==> config.mk <==
export PLATFORM = sky130hd
export DESIGN_NAME = odpr_col_gather
export DESIGN_NICKNAME = d
export VERILOG_FILES = /design/src/sv/odpr_pkg.sv /design/src/sv/odpr_col_gather.sv
export SDC_FILE = /design/constraint.sdc
export NUM_CORES = 1
export LEC_CHECK = 0
export ABC_AREA = 1
export BUFFER_PORTS_ARGS = -buffer_cell sky130_fd_sc_hd__buf_2
export CAP_MARGIN = 20
export CORE_MARGIN = 3
export CORE_UTILIZATION = 31
export CTS_BUF_LIST = sky130_fd_sc_hd__clkbuf_8
export CTS_CLUSTER_SIZE = 24
export DETAILED_ROUTE_END_ITERATION = 10
export SKIP_LAST_GASP = 1
export SLEW_MARGIN = 20
export SYNTH_ARGS = -nofsm -noshare
export SYNTH_HDL_FRONTEND = slang
export SYNTH_SLANG_ARGS = --single-unit
==> constraint.sdc <==
create_clock -name aclk -period 0.8 [get_ports aclk]
set_input_delay 0 -clock aclk [delete_from_list [all_inputs] [get_ports aclk]]
set_output_delay 0 -clock aclk [all_outputs]
set_load 0.005 [all_outputs]
==> src/sv/odpr_pkg.sv <==
// shared types, constants and codes of the dirty page refresher
package odpr_pkg;

    localparam int MAX_WIDTH = 128;
    localparam int MAX_PAGES = 8;
    localparam int FB_BYTES  = 1024;
    localparam int FB_AW     = $clog2(FB_BYTES);

    localparam logic [7:0] CTRL_CMD   = 8'h80;
    localparam logic [7:0] PAGE_CMD   = 8'hB0;
    localparam logic [7:0] COL_LO_CMD = 8'h00;
    localparam logic [7:0] COL_HI_CMD = 8'h10;
    localparam logic [7:0] DATA_CMD   = 8'h40;

    localparam logic [9:0] FB_LAST_ADDR = 10'(FB_BYTES - 1);

    typedef enum logic [1:0] {
        REG_WIDTH  = 2'd0,
        REG_PAGES  = 2'd1,
        REG_OFFSET = 2'd2,
        REG_NONE   = 2'd3
    } reg_idx_t;

    typedef enum logic {
        ACT_WRITE = 1'b0,
        ACT_TICK  = 1'b1
    } action_t;

    typedef enum logic [2:0] {
        ST_CLEAR,
        ST_IDLE,
        ST_SEARCH,
        ST_READ,
        ST_EMIT,
        ST_FINAL
    } state_t;

    typedef logic [7:0][7:0] oct_bytes_t;

    typedef struct packed {
        logic             we;
        logic [FB_AW-1:0] waddr;
        logic [7:0]       wdata;
        logic             re;
        logic [FB_AW-1:0] raddr;
    } fb_req_t;

endpackage

==> src/sv/odpr_col_gather.sv <==
// collects eight row bytes of a page and presents them as eight column bytes
module odpr_col_gather
    import odpr_pkg::*;
(
    input  logic       aclk,
    input  logic       shift_en,
    input  logic [7:0] din,
    output oct_bytes_t cols
);

    oct_bytes_t rows_reg;

    always_ff @(posedge aclk) begin
        if (shift_en) begin
            rows_reg <= {din, rows_reg[7:1]};
        end
    end

    always_comb begin
        for (int b = 0; b < 8; b++) begin
            for (int i = 0; i < 8; i++) begin
                cols[b][i] = rows_reg[i][b];
            end
        end
    end

endmodule

# Word-level counts from Yosys, hierarchy flattened
# Cells that the tools add are included.
# word_totals
ff_bits	64
input_bits	10
out_inout_bits	64
word_cells	8

# Logic depth before layout (Yosys ltp)
# logic_depth
word_depth	0
depth_mapped	0
mapped_depth_nobuf	0

# Worst setup path after synthesis
# No wires, ideal clock.
# synth_timing
kind	register to register
startpoint	reg rows_reg (netlist bit cols[1])
endpoint	reg rows_reg (netlist bit cols[0]), data pin
setup_ns	0.278
arrival_ns	0.369
required_time_ns	0.522
path_slack_ns	0.152
path_stages_with_launch	1
path_buffers	0
period_less_slack_ns	0.648
cell_sequence	edfxtp_1
# synth_lines
item	line_no	text
start: declaration	odpr_col_gather.sv:11	oct_bytes_t rows_reg;
start signal: assignment	odpr_col_gather.sv:15	rows_reg <= {din, rows_reg[7:1]};
# No word-level cell between the ends.

# Worst setup path in the final report
# layout_timing
startpoint	reg rows_reg (netlist bit cols[15])
endpoint	out cols[15] in the netlist's numbering
# layout_lines
item	line_no	text
end: declaration	odpr_col_gather.sv:8	output oct_bytes_t cols
# No word-level cell between the ends.

==> results.cfg <==
[cts]
numCtsBuffers = 9
cts_tree = done
cts-root-buf = clkbuf_8
clock_path_buffers = 2
ctsResizeCount = 0
ctsHtreeMaxLevel = 3
cts.sinks = 64
clkLatencyLatePin_ps = 330
clk_pin_slew_ps = 70

[floorplanning]
row_count = 28
core_um2 = 5960
io_pins = 74
die_x_um = 84.7
fp.dieH_um = 84.7
dieArea_um2 = 7180
start_util = 0.323

[timing]
min_period_ps = 898
setup_slack_ps = -97.6
final-setup-viol-count = 63
fmax_mhz = 1110
post-route-period-util = 1.12
relSlewSlack = 0.885
grt_setup_unrepaired = true
setup_tns_ps = -3120
worst_pin_slew_ps = 174
skew_ps = 10.4
slew_viol_final = 0
hold_viol = 0

[setup_path]
criticalPathCategory = reg -> out
cp.arrival_ps = 900
critPathCaptureType = output pin
start_kind = flop
cpMaxStageDelayCell = edfxtp_1
path_buf_inv = 1
worstPathMaxFanout = 2
slowest_delay_ps = 410
critical-path-top-delay-family = flip-flops
cp.required_ps = 800
crit_chain = buf_2

[power_and_ir_drop]
power_switching_mw = 1.34
p_seq_frac = 0.611
switching_share = 0.203
power.density_nw_per_um2 = 2300
internal-power_mw = 5.25
leakage_nw = 1.19
ir_worst_vdd_mv = 1.25
combinationalPowerShare = 0.071
p_clk_frac = 0.318

[grt]
grt_max_degree = 25
grt_pass1_wl_um = 5490
grt_pass1_vias = 1131
grt.overflow.total = 0
antenna_found_initial = 0
grtUsageTotal = 0.105

[place]
pre_cts_ws_ps = 95.8
hpwl_um = 2380
gp_congestion = 0.755
port_buffers = 73

[layout]
drive_gt1_frac = 0.587
multi_input_gates = 0
multi_input_area_um2 = 0
largest_reg_flops = 64
diodes = 0
final_nets = 195
area_delta_synth_final_pct = 49.0
n_fill_cell = 517

[synth]
synth_top_area_frac = 1.00
avgSynthCellArea_um2 = 30.0
synth-adder-area-share = 0
synth-compound-area-share = 0
ys_ff_latch = 64
synth_nets = 74
synthMuxAreaShare = 0
ys_types = 1
syn_area_um2 = 1920
netlist_instances = 64
synth_xor_area_frac = 0
synth.area.top_cells = edfxtp_1 (100%)
yosys.area_share.simple = 0
yosysWarnings = 0
yosys.area.top_type = edfxtp_1
ys_seq_area_frac = 1.00

[route]
drtIter0Drc = 52
wl_per_cell_um = 13.6
routed_wl_um = 3590
viasPerCell = 4.09
dr_total_vias = 1079
drtAntennaViolNets = 0
drt_first_pass_iters = 4
drc_errors = 0

[run_status]
violations = setup timing
status = finished, violations left

[run]
drv_cap = 0

[min_path]
hp-class = in -> reg
## per-stage QoR
step	power [mW]	cell area [um^2]	hold slack [ps]	utilization	cells
after floorplan	4.11	1920	98.9	-	64
after global placement	4.42	2440	178	0.410	215
after detailed placement	4.44	2440	178	0.410	215
after CTS	6.65	2830	160	0.476	260
after global routing	6.94	2860	157	0.481	264
final	6.58	2860	174	0.481	264
## layout by cell type (no fill, tap or decap)
cell type,synthesis,final
buf_2,0,73
buf_4,0,26
inv_1,0,4
clkbuf_8,0,9
edfxtp_1,64,64
buf_12,0,3
dlygate4sd3_1,0,8
clkinv_1,0,2
## area by class of cell
class	instances	area [um^2]	share of cell area
clock buffers	9	124	0.0433
clock inverters	6	22.5	0.00787
flip-flops and latches	64	1920	0.671
well taps	75	93.8	0.0328
repair buffers	110	701	0.245
## cells by family (layout without fill, tap and decap cells)
kind of cell  Yosys count  after routing
buf+inv                 0            125
flops                  64             64
## cells in the mapped netlist
library cell and number:
edfxtp_1 64
## per-layer routing
metal / global-route usage / routed length [um] / vias to the layer above
met5: 0 / 0 / -
met4: 0.0518 / 63 / 0
met3: 0.0697 / 428 / 6
met2: 0.159 / 1720 / 62
met1: 0.115 / 1370 / 511
li1: - / - / 500
## power groups by stage
stage          clock [mW]  sequential [mW]  combinational, mW
6_report             2.09             4.02              0.467
5_1_grt              2.39             4.04              0.509
4_1_cts              2.17             4.02              0.459
3_5_place_dp            0             4.10              0.338
3_3_place_gp            0             4.08              0.337
2_1_floorplan           0             4.11                  0
## timing repair
item	in CTS	in global routing
setup endpoints to repair	64	68
hold buffers	8	0
endpoints found under the hold margin	8	0
setup buffers	22	4
## path summary, 6_finish.rpt
kind / cells past startpoint / end / slack [ps] / startpoint
setup / recovery: 1 / cols[15] / -100 / cols[15]
hold / removal: 2 / cols[63] / 170 / shift_en
setup reg to reg: 1 / cols[38] / 0 / cols[39]
hold reg to reg: 0 / cols[43] / 440 / cols[44]
(Power assumes the default switching activity.)
